### src/rtl/dstp_pkg.sv
// shared types, constants and palette for the scan-out timing and palette unit
`default_nettype none

package dstp_pkg;

  localparam int unsigned ADDR_BITS_DEF    = 18;
  localparam int unsigned COUNTER_BITS_DEF = 12;

  localparam int unsigned H_ACT_W  = 12;
  localparam int unsigned H_PORCH_W = 8;
  localparam int unsigned V_ACT_W  = 12;
  localparam int unsigned V_PORCH_W = 6;
  localparam int unsigned CFG_IDX_W  = 3;
  localparam int unsigned CFG_DATA_W = 12;

  localparam int unsigned FB_W        = 8;
  localparam int unsigned NIB_W       = 4;
  localparam int unsigned RGB_W       = 15;
  localparam int unsigned COLOR24_W   = 24;
  localparam int unsigned FETCH_W     = 18;
  localparam int unsigned IN_TDATA_W  = 8;
  localparam int unsigned OUT_FIELDS_W = 3 + RGB_W + FETCH_W;
  localparam int unsigned OUT_TDATA_W = ((OUT_FIELDS_W + 7) / 8) * 8;

  localparam logic [H_ACT_W-1:0]   H_ACTIVE_RST = H_ACT_W'(640);
  localparam logic [H_PORCH_W-1:0] H_FRONT_RST  = H_PORCH_W'(16);
  localparam logic [H_PORCH_W-1:0] H_SYNC_RST   = H_PORCH_W'(64);
  localparam logic [H_PORCH_W-1:0] H_BACK_RST   = H_PORCH_W'(120);
  localparam logic [V_ACT_W-1:0]   V_ACTIVE_RST = V_ACT_W'(480);
  localparam logic [V_PORCH_W-1:0] V_FRONT_RST  = V_PORCH_W'(1);
  localparam logic [V_PORCH_W-1:0] V_SYNC_RST   = V_PORCH_W'(3);
  localparam logic [V_PORCH_W-1:0] V_BACK_RST   = V_PORCH_W'(16);

  localparam int unsigned LINE_RST = 2;

  typedef enum logic [CFG_IDX_W-1:0] {
    CFG_H_ACTIVE = 3'd0,
    CFG_H_FRONT  = 3'd1,
    CFG_H_SYNC   = 3'd2,
    CFG_H_BACK   = 3'd3,
    CFG_V_ACTIVE = 3'd4,
    CFG_V_FRONT  = 3'd5,
    CFG_V_SYNC   = 3'd6,
    CFG_V_BACK   = 3'd7
  } cfg_idx_e;

  typedef struct packed {
    logic [H_ACT_W-1:0]   h_active;
    logic [H_PORCH_W-1:0] h_front;
    logic [H_PORCH_W-1:0] h_sync;
    logic [H_PORCH_W-1:0] h_back;
    logic [V_ACT_W-1:0]   v_active;
    logic [V_PORCH_W-1:0] v_front;
    logic [V_PORCH_W-1:0] v_sync;
    logic [V_PORCH_W-1:0] v_back;
  } cfg_t;

  // per-pixel decode handed from the timing stage to the palette stage
  typedef struct packed {
    logic            hs;
    logic            vs;
    logic            de;
    logic            fs;
    logic            hi_nib;
    logic [FB_W-1:0] fb_byte;
  } pix_t;

  localparam logic [COLOR24_W-1:0] PALETTE24 [16] = '{
    24'h000080, 24'hFF0000, 24'h00FF00, 24'h0000FF,
    24'h00FFFF, 24'hFF00FF, 24'hFFFF00, 24'hFFFFFF,
    24'h000000, 24'h7F0000, 24'h007F00, 24'h00007F,
    24'h007F7F, 24'h7F007F, 24'h7F7F00, 24'h7F7F7F
  };

  function automatic logic [RGB_W-1:0] to_rgb555(input logic [COLOR24_W-1:0] c);
    return {c[23:19], c[15:11], c[7:3]};
  endfunction

endpackage

`default_nettype wire

### src/rtl/dvi_scanout_timing_palette_unit.sv
// top level of the scan-out timing generator with 16-color palette
// a request is registered in the timing stage, then in the palette output register
// throughput: one request per cycle while m_axis_tready is high, set by the two-register pipeline with ready chaining
// reset: pixel counter 0, line counter 2, fetch address 0, timing registers at 640x480
// reset: both pipeline stages empty, no clearing pass
`default_nettype none

module dvi_scanout_timing_palette_unit #(
  parameter int unsigned ADDR_BITS    = dstp_pkg::ADDR_BITS_DEF,
  parameter int unsigned COUNTER_BITS = dstp_pkg::COUNTER_BITS_DEF
) (
  input  wire logic                             clk_i,
  input  wire logic                             rst_ni,
  input  wire logic                             cfg_we_i,
  input  wire logic [dstp_pkg::CFG_IDX_W-1:0]   cfg_index_i,
  input  wire logic [dstp_pkg::CFG_DATA_W-1:0]  cfg_data_i,
  input  wire logic                             s_axis_tvalid,
  output logic                                  s_axis_tready,
  // fb_byte
  input  wire logic [dstp_pkg::IN_TDATA_W-1:0]  s_axis_tdata,
  output logic                                  m_axis_tvalid,
  input  wire logic                             m_axis_tready,
  // hsync_level, vsync_level, data_enable, pixel_rgb555, fetch_address, zero pad
  output logic [dstp_pkg::OUT_TDATA_W-1:0]      m_axis_tdata,
  // frame_start
  output logic                                  m_axis_tuser
);
  import dstp_pkg::*;

  cfg_t                 cfg;
  pix_t                 pix;
  logic                 pix_valid, pix_ready;
  logic [ADDR_BITS-1:0] addr;

  dstp_cfg_regs u_cfg (
    .clk_i       (clk_i),
    .rst_ni      (rst_ni),
    .cfg_we_i    (cfg_we_i),
    .cfg_index_i (cfg_index_i),
    .cfg_data_i  (cfg_data_i),
    .cfg_o       (cfg)
  );

  dstp_timing #(
    .ADDR_BITS    (ADDR_BITS),
    .COUNTER_BITS (COUNTER_BITS)
  ) u_timing (
    .clk_i       (clk_i),
    .rst_ni      (rst_ni),
    .cfg_i       (cfg),
    .in_valid_i  (s_axis_tvalid),
    .in_ready_o  (s_axis_tready),
    .fb_byte_i   (s_axis_tdata[FB_W-1:0]),
    .pix_valid_o (pix_valid),
    .pix_ready_i (pix_ready),
    .pix_o       (pix),
    .addr_o      (addr)
  );

  dstp_palette #(
    .ADDR_BITS (ADDR_BITS)
  ) u_palette (
    .clk_i       (clk_i),
    .rst_ni      (rst_ni),
    .pix_valid_i (pix_valid),
    .pix_ready_o (pix_ready),
    .pix_i       (pix),
    .addr_i      (addr),
    .out_valid_o (m_axis_tvalid),
    .out_ready_i (m_axis_tready),
    .out_data_o  (m_axis_tdata),
    .out_fs_o    (m_axis_tuser)
  );

endmodule

`default_nettype wire

### src/rtl/dstp_cfg_regs.sv
// timing configuration registers with write port
`default_nettype none

module dstp_cfg_regs (
  input  wire logic                             clk_i,
  input  wire logic                             rst_ni,
  input  wire logic                             cfg_we_i,
  input  wire logic [dstp_pkg::CFG_IDX_W-1:0]   cfg_index_i,
  input  wire logic [dstp_pkg::CFG_DATA_W-1:0]  cfg_data_i,
  output dstp_pkg::cfg_t                        cfg_o
);
  import dstp_pkg::*;

  cfg_t cfg_q;

  always_ff @(posedge clk_i or negedge rst_ni) begin
    if (!rst_ni) begin
      cfg_q.h_active <= H_ACTIVE_RST;
      cfg_q.h_front  <= H_FRONT_RST;
      cfg_q.h_sync   <= H_SYNC_RST;
      cfg_q.h_back   <= H_BACK_RST;
      cfg_q.v_active <= V_ACTIVE_RST;
      cfg_q.v_front  <= V_FRONT_RST;
      cfg_q.v_sync   <= V_SYNC_RST;
      cfg_q.v_back   <= V_BACK_RST;
    end else if (cfg_we_i) begin
      unique case (cfg_idx_e'(cfg_index_i))
        CFG_H_ACTIVE: cfg_q.h_active <= cfg_data_i[H_ACT_W-1:0];
        CFG_H_FRONT:  cfg_q.h_front  <= cfg_data_i[H_PORCH_W-1:0];
        CFG_H_SYNC:   cfg_q.h_sync   <= cfg_data_i[H_PORCH_W-1:0];
        CFG_H_BACK:   cfg_q.h_back   <= cfg_data_i[H_PORCH_W-1:0];
        CFG_V_ACTIVE: cfg_q.v_active <= cfg_data_i[V_ACT_W-1:0];
        CFG_V_FRONT:  cfg_q.v_front  <= cfg_data_i[V_PORCH_W-1:0];
        CFG_V_SYNC:   cfg_q.v_sync   <= cfg_data_i[V_PORCH_W-1:0];
        CFG_V_BACK:   cfg_q.v_back   <= cfg_data_i[V_PORCH_W-1:0];
        default: ;
      endcase
    end
  end

  assign cfg_o = cfg_q;

endmodule

`default_nettype wire

### src/rtl/dstp_timing.sv
// pixel and line counters, sync and active decode, fetch address, input stage
`default_nettype none

module dstp_timing #(
  parameter int unsigned ADDR_BITS    = dstp_pkg::ADDR_BITS_DEF,
  parameter int unsigned COUNTER_BITS = dstp_pkg::COUNTER_BITS_DEF
) (
  input  wire logic                         clk_i,
  input  wire logic                         rst_ni,
  input  dstp_pkg::cfg_t                    cfg_i,
  input  wire logic                         in_valid_i,
  output logic                              in_ready_o,
  input  wire logic [dstp_pkg::FB_W-1:0]    fb_byte_i,
  output logic                              pix_valid_o,
  input  wire logic                         pix_ready_i,
  output dstp_pkg::pix_t                    pix_o,
  output logic [ADDR_BITS-1:0]              addr_o
);
  import dstp_pkg::*;

  localparam int unsigned CMP_W = ((COUNTER_BITS > 13) ? COUNTER_BITS : 13) + 1;

  logic [COUNTER_BITS-1:0] pix_cnt_q, pix_cnt_d;
  logic [COUNTER_BITS-1:0] line_cnt_q, line_cnt_d;
  logic [ADDR_BITS-1:0]    addr_q, addr_d;
  logic                    valid_q;
  pix_t                    pix_q, pix_d;

  logic [CMP_W-1:0] pe, le;
  logic [CMP_W-1:0] h_fs, h_bl, h_tot, v_fs, v_bl, v_tot;
  logic             h_act, v_act, de, odd, p_wrap, l_wrap, accept;
  logic [ADDR_BITS-1:0] addr_inc;

  assign in_ready_o = !valid_q || pix_ready_i;
  assign accept     = in_valid_i && in_ready_o;

  always_comb begin
    pe    = CMP_W'(pix_cnt_q);
    le    = CMP_W'(line_cnt_q);
    h_fs  = CMP_W'(cfg_i.h_front) + CMP_W'(cfg_i.h_sync);
    h_bl  = h_fs + CMP_W'(cfg_i.h_back);
    h_tot = h_bl + CMP_W'(cfg_i.h_active);
    v_fs  = CMP_W'(cfg_i.v_front) + CMP_W'(cfg_i.v_sync);
    v_bl  = v_fs + CMP_W'(cfg_i.v_back);
    v_tot = v_bl + CMP_W'(cfg_i.v_active);

    h_act = (pe >= h_bl) && (pe < h_tot);
    v_act = (le >= v_bl) && (le < v_tot);
    de    = h_act && v_act;
    odd   = pix_cnt_q[0] ^ h_bl[0];

    pix_d.hs      = !((pe >= CMP_W'(cfg_i.h_front)) && (pe < h_fs));
    pix_d.vs      = !((le >= CMP_W'(cfg_i.v_front)) && (le < v_fs));
    pix_d.de      = de;
    pix_d.fs      = (pix_cnt_q == '0) && (line_cnt_q == '0);
    pix_d.hi_nib  = odd;
    pix_d.fb_byte = fb_byte_i;

    p_wrap = ((pe + CMP_W'(1)) >= h_tot) || (pix_cnt_q == '1);
    l_wrap = ((le + CMP_W'(1)) >= v_tot) || (line_cnt_q == '1);

    addr_inc = (de && odd) ? addr_q + ADDR_BITS'(1) : addr_q;

    pix_cnt_d  = pix_cnt_q + COUNTER_BITS'(1);
    line_cnt_d = line_cnt_q;
    addr_d     = addr_inc;
    if (p_wrap) begin
      pix_cnt_d = '0;
      if (l_wrap) begin
        line_cnt_d = '0;
        addr_d     = '0;
      end else begin
        line_cnt_d = line_cnt_q + COUNTER_BITS'(1);
      end
    end
  end

  always_ff @(posedge clk_i or negedge rst_ni) begin
    if (!rst_ni) begin
      pix_cnt_q  <= '0;
      line_cnt_q <= COUNTER_BITS'(LINE_RST);
      addr_q     <= '0;
      valid_q    <= 1'b0;
    end else begin
      if (accept) begin
        pix_cnt_q  <= pix_cnt_d;
        line_cnt_q <= line_cnt_d;
        addr_q     <= addr_d;
      end
      if (in_ready_o) begin
        valid_q <= in_valid_i;
      end
    end
  end

  // address of the request reflects the state after this pixel
  logic [ADDR_BITS-1:0] addr_out_q;

  always_ff @(posedge clk_i) begin
    if (accept) begin
      pix_q      <= pix_d;
      addr_out_q <= addr_d;
    end
  end

  assign pix_valid_o = valid_q;
  assign pix_o       = pix_q;
  assign addr_o      = addr_out_q;

endmodule

`default_nettype wire

### src/rtl/dstp_palette.sv
// nibble select, palette lookup and output register
`default_nettype none

module dstp_palette #(
  parameter int unsigned ADDR_BITS = dstp_pkg::ADDR_BITS_DEF
) (
  input  wire logic                             clk_i,
  input  wire logic                             rst_ni,
  input  wire logic                             pix_valid_i,
  output logic                                  pix_ready_o,
  input  dstp_pkg::pix_t                        pix_i,
  input  wire logic [ADDR_BITS-1:0]             addr_i,
  output logic                                  out_valid_o,
  input  wire logic                             out_ready_i,
  output logic [dstp_pkg::OUT_TDATA_W-1:0]      out_data_o,
  output logic                                  out_fs_o
);
  import dstp_pkg::*;

  localparam int unsigned FW = (ADDR_BITS < FETCH_W) ? ADDR_BITS : FETCH_W;

  logic                   valid_q;
  logic [NIB_W-1:0]       nib;
  logic [RGB_W-1:0]       rgb_d;
  logic [FETCH_W-1:0]     fetch_d;
  logic [OUT_TDATA_W-1:0] data_q, data_d;
  logic                   fs_q;

  assign pix_ready_o = !valid_q || out_ready_i;

  always_comb begin
    nib     = pix_i.hi_nib ? pix_i.fb_byte[7:4] : pix_i.fb_byte[3:0];
    rgb_d   = pix_i.de ? to_rgb555(PALETTE24[nib]) : '0;
    fetch_d = FETCH_W'(addr_i[FW-1:0]);
    data_d  = OUT_TDATA_W'({fetch_d, rgb_d, pix_i.de, pix_i.vs, pix_i.hs});
  end

  always_ff @(posedge clk_i or negedge rst_ni) begin
    if (!rst_ni) begin
      valid_q <= 1'b0;
    end else if (pix_ready_o) begin
      valid_q <= pix_valid_i;
    end
  end

  always_ff @(posedge clk_i) begin
    if (pix_ready_o && pix_valid_i) begin
      data_q <= data_d;
      fs_q   <= pix_i.fs;
    end
  end

  assign out_valid_o = valid_q;
  assign out_data_o  = data_q;
  assign out_fs_o    = fs_q;

endmodule

`default_nettype wire

### config.mk
export PLATFORM = sky130hd
export DESIGN_NAME = dvi_scanout_timing_palette_unit
export DESIGN_NICKNAME = d
export VERILOG_FILES = /design/src/rtl/dstp_pkg.sv /design/src/rtl/dvi_scanout_timing_palette_unit.sv /design/src/rtl/dstp_cfg_regs.sv /design/src/rtl/dstp_timing.sv /design/src/rtl/dstp_palette.sv
export SDC_FILE = /design/constraint.sdc
export NUM_CORES = 1
export LEC_CHECK = 0
export BUFFER_PORTS_ARGS = -buffer_cell sky130_fd_sc_hd__buf_2
export CORE_UTILIZATION = 55
export CTS_CLUSTER_DIAMETER = 80
export DETAILED_ROUTE_END_ITERATION = 16
export PLACE_DENSITY = 0.84
export SLEW_MARGIN = 20
export SYNTH_ARGS = -nofsm -noshare
export SYNTH_HDL_FRONTEND = slang
export SYNTH_SLANG_ARGS = --single-unit
### constraint.sdc
create_clock -name clk_i -period 11.6 [get_ports clk_i]
set_input_delay 1.74 -clock clk_i [delete_from_list [all_inputs] [get_ports clk_i]]
set_output_delay 1.74 -clock clk_i [all_outputs]
set_load 0.01 [all_outputs]
==> flow_summary.yaml, run 1 <==
timing:
  clock.fmax_mhz: 142
  final.min_clock_period_ns: 7.04
  finalHoldViolCount: 0
  relSlewSlack: 0.441
  timing_worst_slew_pin_value_ns: 0.838
  fin_worst_skew_ns: 0.00994
  share_of_the_cycle_needed_by_the_critical_path_after_routing: 0.607
  rsz_0062_raised_after_global_routing: "no"
  slew_violations: 0
  setup-tns-final_ns: 0
  report.final.setup_viol: 0
placement:
  post_dp_cell_area_um2: 12300
  numPlacedInstances: 1469
  numPortBuffers: 66
  routabilityCongestion: 0.858
  dp_hpwl_mm: 18.5
yosys:
  mappedNetlistArea_um2: 11800
  synth_area_per_cell_um2: 10.1
  yosysWarnings: 0
  synth-edff-count: 59
  postSynthCellCount: 1167
  synthesized_flop_and_latch_total: 169
  postSynth.topFlopCell: "sky130_fd_sc_hd__dfrtp_1"
  synth_cell_types: 68
  sequential_share_of_the_synthesized_area: 0.387
  synth_async_sr_flop_share: 0.651
global_route:
  grt_first_pass_wirelength_mm: 43.7
  grt_start_max_net_pins: 65
  via_count_of_the_first_global_routing_pass: 8951
  grt-ovfl-total: 0
  globalRouteTotalUtil: 0.252
  number_of_antenna_violations_at_the_first_check_in_global_routing: 0
clocking:
  cts_root_buf: "sky130_fd_sc_hd__clkbuf_16"
  clk-insertion-delay-late_ns: 0.44
  cts_buffer_depth: 2
  clock_sinks: 169
  cts_made_buffers: 17
  cts.clk_slew.worst_paths_ns: 0.07
  post-cts-setup-buffers: 0
  postCtsResizedCells: 0
  cts_tree: "yes"
  cts_max_level: 4
  cts_hold_buf: 0
worst_setup_path:
  worstPathArrival_ns: 7.21
  crit_top_cell: "sky130_fd_sc_hd__ha_1"
  critical_path.startpoint_type: "flop"
  worst_ep_required_time_ns: 11.77
  worst-path-max-fanout: 13
  critical_path.slowest_cell: "sky130_fd_sc_hd__dfstp_2"
  worstSetupPathType: "reg2reg"
  timing.critical_path.to_type: "flop"
  cell_family_contributing_the_most_delay_on_the_critical_path: "compound AO/OA/AOI/OAI gates"
  critical_path_buf_inv_count: 2
  slowest_delay_ns: 0.54
final_layout:
  final_nets: 1394
  layout-drive-gt1-share: 0.157
  design_area_um2: 12800
  post-route-util: 0.611
  number_of_antenna_diodes: 0
  synthToLayoutAreaGrowth_pct: 9.27
  finalNonFillerCells: 1501
  fillerInstances: 1689
drt:
  drt_iter0_markers: 595
  detail_route.wl_per_cell_um: 17.3
  detailroute.via_count: 8977
  drt-pass1-iter-count: 6
  post_drt_via_cell_ratio: 5.98
  post-route-drc-count: 0
  ant_nets: 0
  wirelength_mm: 25.9
run:
  total_of_max_cap_violations: 0
floorplanning:
  die_width_um: 148
  floorplan.die.height_um: 148
  floorplan.die_area_um2: 22000
  io_pins: 71
  core_region_area_um2: 21000
  num_rows: 53
  initial_utilization: 0.559
min_path:
  hold_path_class: "reg2reg"
outcome:
  status: "complete, no violations"
==> through the flow <==
step	setup WS (ns)	hold WS, ns
global placement	5.09	0.400
detailed placement	4.80	0.405
finish	4.56	0.421
floorplan	5.73	0.400
CTS	4.65	0.422
global route	4.01	0.433
==> area by class of cell <==
type	count	area (um^2)	area share
multi-input combinational	862	6680	0.520
timing repair buffer	74	393	0.0306
inverter	89	334	0.0260
clock buffer	20	437	0.0340
sequential	169	4550	0.354
clock inverter	12	115	0.00896
tap	275	344	0.0268
==> worst reg2reg max path, delay by kind of cell (launching register included) <==
family                     cells  cell delay [ns]
adders and majority gates      5             1.43
xor gates and xnor gates       2             0.59
AOI/OAI and AO/OA             10             2.18
buffers and inverters          2             0.13
DFF                            1             0.54
and+or+nand+nor                9             1.90
==> registers in the layout (all words and copies together), names as in the netlist, 12 cells and up <==
signal                flops
u_cfg.cfg_o              66
u_palette.out_data_o     27
u_timing.addr_o          18
u_timing.addr_q          18
u_timing.pix_o           13
u_timing.line_cnt_q      12
u_timing.pix_cnt_q       12
==> cell usage in the layout (no fill, tap or decap), drive strengths merged, types with 6 or more instances in the layout <==
cell and count:
nand2 95, nand4 11, a21oi 53, a211oi 7, ha 147, nor2 57
mux2 57, nand3 37, and2 10, or4 7, o211ai 23, o2111ai 16
dfstp 17, o31ai 20, fa 6, edfxtp 59, nand2b 16, o21a 9
nor2b 12, xor2 22, clkbuf 20, o21ai 63, a21o 38, o221ai 7
o21bai 18, buf 74, dfrtp 93, inv 94, and3 20, xnor2 34
or3 7
==> cells in the mapped netlist, types with 25 or more instances <==
library cell | count | area, um^2
sky130_fd_sc_hd__dfrtp_1 | 93 | 2330
sky130_fd_sc_hd__nand3_1 | 37 | 185
sky130_fd_sc_hd__xnor2_1 | 34 | 298
sky130_fd_sc_hd__inv_1 | 89 | 334
sky130_fd_sc_hd__nor2_1 | 57 | 214
sky130_fd_sc_hd__a21o_1 | 38 | 285
sky130_fd_sc_hd__a21oi_1 | 52 | 260
sky130_fd_sc_hd__o21ai_0 | 59 | 295
sky130_fd_sc_hd__edfxtp_1 | 59 | 1770
sky130_fd_sc_hd__mux2_2 | 57 | 642
sky130_fd_sc_hd__nand2_1 | 94 | 353
sky130_fd_sc_hd__ha_1 | 147 | 1840
sky130_fd_sc_hd__clkbuf_1 | 25 | 93.8
==> layer usage <==
| metal | track usage | vias to the layer above | part of all wire |
|---|---|---|---|
| met2 | 0.416 | 250 | 0.48 |
| li1 | - | 4339 | - |
| met5 | 0 | - | 0 |
| met4 | 0.100 | 0 | 0.029 |
| met1 | 0.326 | 4331 | 0.44 |
| met3 | 0.0475 | 57 | 0.047 |
==> path summary, 6_finish.rpt <==
| kind | slack (ns) | end | startpoint | cells after the start |
|---|---|---|---|---|
| min in group asynchronous | 1.40 | u_cfg.cfg_o[45]$_DFFE_PN0P_ | rst_ni | 1 |
| worst min register to register | 0.42 | u_palette.out_data_o[18]$_DFFE_PP_ | u_timing.addr_o[0]$_DFFE_PP_ | 0 |
| worst max-delay path | 4.56 | u_timing.addr_o[11]$_DFFE_PP_ | u_cfg.cfg_o[12]$_DFFE_PN1P_ | 28 |
| worst max register to register | 4.56 | u_timing.addr_o[11]$_DFFE_PP_ | u_cfg.cfg_o[12]$_DFFE_PN1P_ | 28 |
| worst min-delay path | 0.42 | u_palette.out_data_o[18]$_DFFE_PP_ | u_timing.addr_o[0]$_DFFE_PP_ | 0 |
| max in group asynchronous | 9.00 | u_cfg.cfg_o[27]$_DFFE_PN0P_ | rst_ni | 2 |
==> cell families after synthesis <==
| logic type | Yosys count | share of synthesized area |
|---|---|---|
| simple gates | 297 | 0.125 |
| other cells | 1 | 0.000319 |
| buf+inv | 139 | 0.0505 |
| mux | 62 | 0.0588 |
| xor+xnor | 56 | 0.0417 |
| flops | 169 | 0.387 |
| compound gates | 289 | 0.170 |
| fa+ha+maj | 154 | 0.167 |
Power of run 1 is not shown: default switching activity piles up to over one toggle a cycle in this logic, so the estimate is an artifact.
==> inputs of run 2 (changes only) <==
--- a/config.mk
+++ b/config.mk
@@ -5,11 +5,12 @@
 export SDC_FILE = /design/constraint.sdc
 export NUM_CORES = 1
 export LEC_CHECK = 0
+export ABC_AREA = 1
 export BUFFER_PORTS_ARGS = -buffer_cell sky130_fd_sc_hd__buf_2
 export CORE_UTILIZATION = 55
 export CTS_CLUSTER_DIAMETER = 80
 export DETAILED_ROUTE_END_ITERATION = 16
-export PLACE_DENSITY = 0.84
+export PLACE_DENSITY = 0.87
 export SLEW_MARGIN = 20
 export SYNTH_ARGS = -nofsm -noshare
 export SYNTH_HDL_FRONTEND = slang
==> constraint.sdc (replaced) <==
create_clock -name clk_i -period 5.75 [get_ports clk_i]
set_input_delay 0.8625 -clock clk_i [delete_from_list [all_inputs] [get_ports clk_i]]
set_output_delay 0.8625 -clock clk_i [all_outputs]
set_load 0.01 [all_outputs]
==> run 2 against run 1 <==
Clock skew up 0.0010 ns. Largest cell class unchanged. Critical path type unchanged. Non-clock buffer count is 3 higher. Synthesized cell count grew 21%. Via count grew 13%. Core utilization increased by 2.1 points. Critical path depth stayed put. Worst hold slack got worse by 0.0013 ns. Final cell count increased by 17%. Area after synthesis shrank 0.57%. Setup slack got worse by 4.3 ns. Die area fell by 0.57%. Sequential share of layout area is 0.43 points lower.
==> flow_summary.yaml, run 2 <==
outcome:
  status: "complete, no violations"
floorplanning:
  floorplan.die_area_um2: 21800
  num_rows: 52
  floorplan.die.height_um: 148
  io_pins: 71
  die_width_um: 148
  initial_utilization: 0.569
  core_region_area_um2: 20600
power_and_ir_drop:
  max-vdd-ir-drop_v: 0.000386
  power_density_nw_per_um2: 635
  leakagePower_nw: 6.56
  report.power.total_mw: 8.26
global_route:
  grt_first_pass_wirelength_mm: 45.5
  grt.met2_usage: 0.453
  groute.layer.met3.usage: 0.0383
  via_count_of_the_first_global_routing_pass: 9551
  globalRouteTotalUtil: 0.263
  globalRoute.busiestLayer: "met2"
  grt_start_max_net_pins: 65
  number_of_antenna_violations_at_the_first_check_in_global_routing: 0
  globalRouteMet1Util: 0.330
  grt-ovfl-total: 0
drt:
  wirelength_mm: 28.6
  drt-pass1-iter-count: 7
  post_drt_via_cell_ratio: 5.77
  detailroute.via_count: 10100
  drt_iter0_markers: 770
  ant_nets: 0
  detail_route.wl_per_cell_um: 16.3
  post-route-drc-count: 0
min_path:
  min-delay-start: "u_timing.addr_o[14]$_DFFE_PP_"
  worst_hold_path.endpoint: "u_palette.out_data_o[32]$_DFFE_PP_"
  hold_path_class: "reg2reg"
  min_path_cells: 0
clocking:
  cts_tree: "yes"
  cts_hold_buf: 0
  cts_buffer_depth: 2
  clk-insertion-delay-late_ns: 0.44
  cts.clk_slew.worst_paths_ns: 0.07
  cts_max_level: 4
  cts_root_buf: "sky130_fd_sc_hd__clkbuf_16"
  cts_made_buffers: 17
  clock_sinks: 169
worst_setup_path:
  worst-path-max-fanout: 7
  rr_startpoint: "u_cfg.cfg_o[12]$_DFFE_PN1P_"
  critical_path.slowest_cell: "sky130_fd_sc_hd__dfstp_2"
  worstSetupPathType: "reg2reg"
  timing.critical_path.to_type: "flop"
  ff2ff_setup_slack_ns: 0.26
  worstPathArrival_ns: 5.67
  critical_path.startpoint_type: "flop"
  slowest_delay_ns: 0.55
  crit_top_cell: "sky130_fd_sc_hd__inv_1"
  rr_endpoint: "u_timing.addr_o[10]$_DFFE_PP_"
  length_in_cells_of_the_worst_reg_to_reg_path: 28
  worst_ep_required_time_ns: 5.94
  startpoint: "u_cfg.cfg_o[12]$_DFFE_PN1P_"
placement:
  routabilityCongestion: 0.904
  numPortBuffers: 66
  dp_hpwl_mm: 20.5
yosys:
  synth_xor_area_frac: 0.0427
  cell_type_with_the_highest_aggregate_area_in_the_netlist: "sky130_fd_sc_hd__dfrtp_1"
  synth-edff-count: 59
  postSynthCellCount: 1409
  synth_simple_gate_area_frac: 0.217
  synth_compound_area_frac: 0.0993
  post_synth_most_frequent_cells: "302 x sky130_fd_sc_hd__nand2_1, 199 x sky130_fd_sc_hd__inv_1, 147 x sky130_fd_sc_hd__ha_1"
  synth_area_per_cell_um2: 8.30
  postSynth.topFlopCell: "sky130_fd_sc_hd__dfrtp_1"
  sequential_share_of_the_synthesized_area: 0.389
  synth_top_family_by_area: "simple AND/OR/NAND/NOR gates"
  mappedNetlistArea_um2: 11700
  synthesized_flop_and_latch_total: 169
  yosysMostFrequentCell: "sky130_fd_sc_hd__nand2_1"
  synth_cell_types: 46
  synth_async_sr_flop_share: 0.651
  synth_top_cells_by_area: "sky130_fd_sc_hd__dfrtp_1 20%, sky130_fd_sc_hd__ha_1 16%, sky130_fd_sc_hd__edfxtp_1 15%"
  post_synth_fa_ha_maj_area_fraction: 0.168
  yosysWarnings: 0
  yosys-mux-area-fraction: 0
  post-synth-top-area-fraction: 0.199
timing:
  final.min_clock_period_ns: 5.49
  finalHoldViolCount: 0
  timing_worst_slew_pin_value_ns: 0.825
  clock.fmax_mhz: 182
  fin_worst_skew_ns: 0.0110
  report.final.setup_viol: 0
  setup-tns-final_ns: 0
  slew_violations: 0
  share_of_the_cycle_needed_by_the_critical_path_after_routing: 0.954
  relSlewSlack: 0.449
final_layout:
  mostFrequentLayoutCells: "302 x sky130_fd_sc_hd__nand2_1, 197 x sky130_fd_sc_hd__inv_1, 145 x sky130_fd_sc_hd__ha_1"
  number_of_antenna_diodes: 0
  final_nets: 1654
  most_common_cell_after_layout_fill_and_taps_aside: "sky130_fd_sc_hd__nand2_1"
  layout-drive-gt1-share: 0.118
  max_ffs_per_register: 66
  synthToLayoutAreaGrowth_pct: 11.2
run:
  total_of_max_cap_violations: 0
==> run 2: how the worst max path moves through the flow <==
stage / cells past startpoint / end / slack (ns)
after floorplan: 26 / u_timing.addr_o[0]$_DFFE_PP_ / 0.69
after global placement: 25 / u_timing.addr_o[0]$_DFFE_PP_ / 0.15
after detailed placement: 26 / u_timing.addr_o[0]$_DFFE_PP_ / -0.03
after CTS: 26 / u_timing.addr_o[0]$_DFFE_PP_ / 0.05
after global routing: 28 / u_timing.addr_o[17]$_DFFE_PP_ / -0.07
final: 28 / u_timing.addr_o[10]$_DFFE_PP_ / 0.26
==> run 2: power breakdown <==
part / switching [mW] / internal (mW)
Clock: 0.556 / 0.579
Combinational: 3.27 / 1.95
Sequential: 0.313 / 1.59
Total: 4.14 / 4.12
==> run 2: cell type report <==
cell class	count	area [um^2]
Fill cell	1612	7550
Multi-Input combinational cell	1003	6350
Sequential cell	169	4550
Inverter	204	769
Timing Repair Buffer	77	428
Clock buffer	17	425
Tap cell	270	338
Clock inverter	15	150
Timing Repair inverter	1	5.00
==> run 2: layer usage <==
| layer | vias up | wire (um) |
|---|---|---|
| met1 | 4745 | 11900 |
| met2 | 474 | 13800 |
| met3 | 73 | 2080 |
| met5 | - | 0 |
| met4 | 0 | 901 |
| li1 | 4834 | - |
==> run 2: worst max-delay path, delay by kind of cell (launching register included) <==
family	cells	cell delay, ns
buffers and inverters	5	0.42
XOR/XNOR	3	0.59
flip-flops	1	0.55
adder cells (fa/ha/maj)	5	1.39
AO/OA/AOI/OAI	6	0.94
AND/OR/NAND/NOR	9	1.32
==> run 2: through the flow <==
stage | hold slack, ns | area, um^2 | instances | util | worst slack [ns]
finish | 0.419 | 13000 | 1756 | 0.633 | 0.263
global route | 0.426 | 13000 | 1756 | 0.633 | -0.0724
floorplan | 0.400 | 11700 | 1412 | - | 0.691
detailed placement | 0.405 | 12200 | 1714 | 0.593 | -0.0305
global placement | 0.402 | 12200 | 1714 | 0.593 | 0.149
CTS | 0.422 | 12800 | 1746 | 0.621 | 0.0488
==> run 2: timing repair <==
| item | CTS | global route |
|---|---|---|
| gates cloned | 0 | 4 |
| setup buffers | 0 | 6 |
| resized for setup | 1 | 30 |
| pin swaps | 0 | 12 |
| setup endpoints to repair | 4 | 59 |
==> run 2: kinds of logic after synthesis <==
logic type      Yosys count
buf+inv                 243
compound gates          214
other cells               1
xor+xnor                 57
fa+ha+maj               153
simple gates            572
flops                   169
No activity file was read; power rests on OpenSTA's default activity.
==> inputs of run 3 (changes only) <==
--- a/config.mk
+++ b/config.mk
@@ -7,10 +7,12 @@
 export LEC_CHECK = 0
 export ABC_AREA = 1
 export BUFFER_PORTS_ARGS = -buffer_cell sky130_fd_sc_hd__buf_2
-export CORE_UTILIZATION = 55
+export CELL_PAD_IN_SITES_DETAIL_PLACEMENT = 0
+export CELL_PAD_IN_SITES_GLOBAL_PLACEMENT = 1
+export CORE_UTILIZATION = 43
 export CTS_CLUSTER_DIAMETER = 80
 export DETAILED_ROUTE_END_ITERATION = 16
-export PLACE_DENSITY = 0.87
+export PLACE_DENSITY = 0.89
 export SLEW_MARGIN = 20
 export SYNTH_ARGS = -nofsm -noshare
 export SYNTH_HDL_FRONTEND = slang
==> run 3 against run 2 <==
Die area grew 28%. Power shrank 0.39%. Cell area rose by 1.3%. Fmax rose by 0.59%. Count of clock-buffer cells in the layout stayed put. Sequential power is essentially flat. Routed wire length down 4.7%. Setup slack gained 0.032 ns. Sequential cell count stayed put. Core utilization is 13 points lower. Critical path type unchanged. Critical endpoint is now u_timing.line_cnt_q[7]$_DFFE_PN0P_. Largest cell class unchanged.
==> flow_summary.yaml, run 3 (synthesis gave the netlist of run 2 again) <==
placement:
  numPortBuffers: 66
  dp_hpwl_mm: 20.6
  post-place-ws_ns: 0.0501
  routabilityCongestion: 0.893
final_layout:
  post-route-util: 0.500
  max_ffs_per_register: 66
  final_nets: 1657
  mostFrequentLayoutCells: "301 x sky130_fd_sc_hd__nand2_1, 197 x sky130_fd_sc_hd__inv_1, 143 x sky130_fd_sc_hd__ha_1"
  synthToLayoutAreaGrowth_pct: 12.7
  layout-drive-gt1-share: 0.126
  number_of_antenna_diodes: 0
  most_common_cell_after_layout_fill_and_taps_aside: "sky130_fd_sc_hd__nand2_1"
global_route:
  via_count_of_the_first_global_routing_pass: 8998
  grt_start_max_net_pins: 65
  number_of_antenna_violations_at_the_first_check_in_global_routing: 0
  grt-ovfl-total: 0
  grt_first_pass_wirelength_mm: 44.6
  globalRouteTotalUtil: 0.200
floorplanning:
  floorplan.die_area_um2: 27900
  core_region_area_um2: 26400
  floorplan.die.height_um: 167
  io_pins: 71
  num_rows: 59
  die_width_um: 167
  initial_utilization: 0.444
timing:
  relSlewSlack: 0.414
  share_of_the_cycle_needed_by_the_critical_path_after_routing: 0.949
  post-route-worst-setup-slack_ns: 0.296
  report.final.setup_viol: 0
  finalHoldViolCount: 0
  fin_worst_skew_ns: 0.0110
  slew_violations: 0
  timing_worst_slew_pin_value_ns: 0.876
  final.min_clock_period_ns: 5.45
  clock.fmax_mhz: 183
power_and_ir_drop:
  leakagePower_nw: 6.61
  report.power.total_mw: 8.23
  max-vdd-ir-drop_v: 0.000296
  power_density_nw_per_um2: 624
worst_setup_path:
  slowest_delay_ns: 0.55
  timing.critical_path.to_type: "flop"
  rr_startpoint: "u_cfg.cfg_o[6]$_DFFE_PN1P_"
  worst-path-max-fanout: 10
  startpoint: "u_cfg.cfg_o[6]$_DFFE_PN1P_"
  worstPathArrival_ns: 5.82
  worstSetupPathType: "reg2reg"
  critical_path.startpoint_type: "flop"
  cp-endpoint: "u_timing.line_cnt_q[7]$_DFFE_PN0P_"
  ff2ff_setup_slack_ns: 0.30
  critical_path.slowest_cell: "sky130_fd_sc_hd__dfstp_2"
  cell_family_contributing_the_most_delay_on_the_critical_path: "adder cells"
  rr_endpoint: "u_timing.line_cnt_q[7]$_DFFE_PN0P_"
  worst_ep_required_time_ns: 6.12
  length_in_cells_of_the_worst_reg_to_reg_path: 28
  critical_path_buf_inv_count: 5
  crit_cells: 28
drt:
  drt-pass1-iter-count: 4
  ant_nets: 0
  post_drt_via_cell_ratio: 5.21
  detailroute.via_count: 9509
  wirelength_mm: 27.3
  post-route-drc-count: 0
  drt_iter0_markers: 524
  detail_route.wl_per_cell_um: 15.0
clocking:
  cts_root_buf: "sky130_fd_sc_hd__clkbuf_16"
  cts_hold_buf: 0
  clock_sinks: 169
  cts_buffer_depth: 2
  cts.clk_slew.worst_paths_ns: 0.08
  cts_max_level: 4
  clk-insertion-delay-late_ns: 0.44
  cts_tree: "yes"
  cts_made_buffers: 17
run:
  total_of_max_cap_violations: 0
min_path:
  hold_path_class: "reg2reg"
outcome:
  status: "complete, no violations"
[run 3: worst min path at each step]
stage                                            start                                 end  slack [ns]  depth (start not counted)
after floorplan           u_timing.pix_o[12]$_DFFE_PP_   u_palette.out_data_o[0]$_DFFE_PP_        0.40                          0
after global placement    u_timing.addr_o[0]$_DFFE_PP_  u_palette.out_data_o[18]$_DFFE_PP_        0.40                          0
after detailed placement  u_timing.addr_o[1]$_DFFE_PP_  u_palette.out_data_o[19]$_DFFE_PP_        0.40                          0
after CTS                 u_timing.addr_o[7]$_DFFE_PP_  u_palette.out_data_o[25]$_DFFE_PP_        0.42                          0
after global routing      u_timing.addr_o[2]$_DFFE_PP_  u_palette.out_data_o[20]$_DFFE_PP_        0.43                          0
final                     u_timing.addr_o[7]$_DFFE_PP_  u_palette.out_data_o[25]$_DFFE_PP_        0.42                          0
[run 3: report_power, final]
part / leakage [nW] / switching [mW] / internal [mW]
logic: 4.36 / 3.17 / 1.97
registers: 1.95 / 0.293 / 1.59
clock network: 0.299 / 0.607 / 0.598
total: 6.61 / 4.07 / 4.16
[run 3: repair_timing]
item | CTS | global route
buffers inserted | 0 | 9
gates resized for setup | 0 | 38
setup endpoints to repair | 0 | 60
[run 3: final cells by class]
type / instances / area, um^2
tap: 335 / 419
clock buffer: 17 / 425
multi-input combinational: 1002 / 6370
fill: 2450 / 13200
timing repair buffer: 82 / 465
clock inverter: 15 / 189
sequential: 169 / 4550
inverter: 204 / 769
[run 3: layer usage]
metal | share of wire | wire [um] | global-route usage | vias to the layer above
met5 | 0 | 0 | 0 | -
met1 | 0.49 | 13300 | 0.278 | 4421
met4 | 0.014 | 386 | 0.0568 | 0
met2 | 0.46 | 12500 | 0.327 | 234
li1 | - | - | - | 4826
met3 | 0.040 | 1080 | 0.0240 | 28
[run 3: metrics by stage]
step,hold WS [ns],instances,setup TNS (ns),cell area (um^2)
global placement,0.401,1781,0,12300
global route,0.428,1824,-0.0137,13200
CTS,0.424,1813,0,12900
finish,0.422,1824,0,13200
floorplan,0.400,1412,0,11700
detailed placement,0.405,1781,0,12300
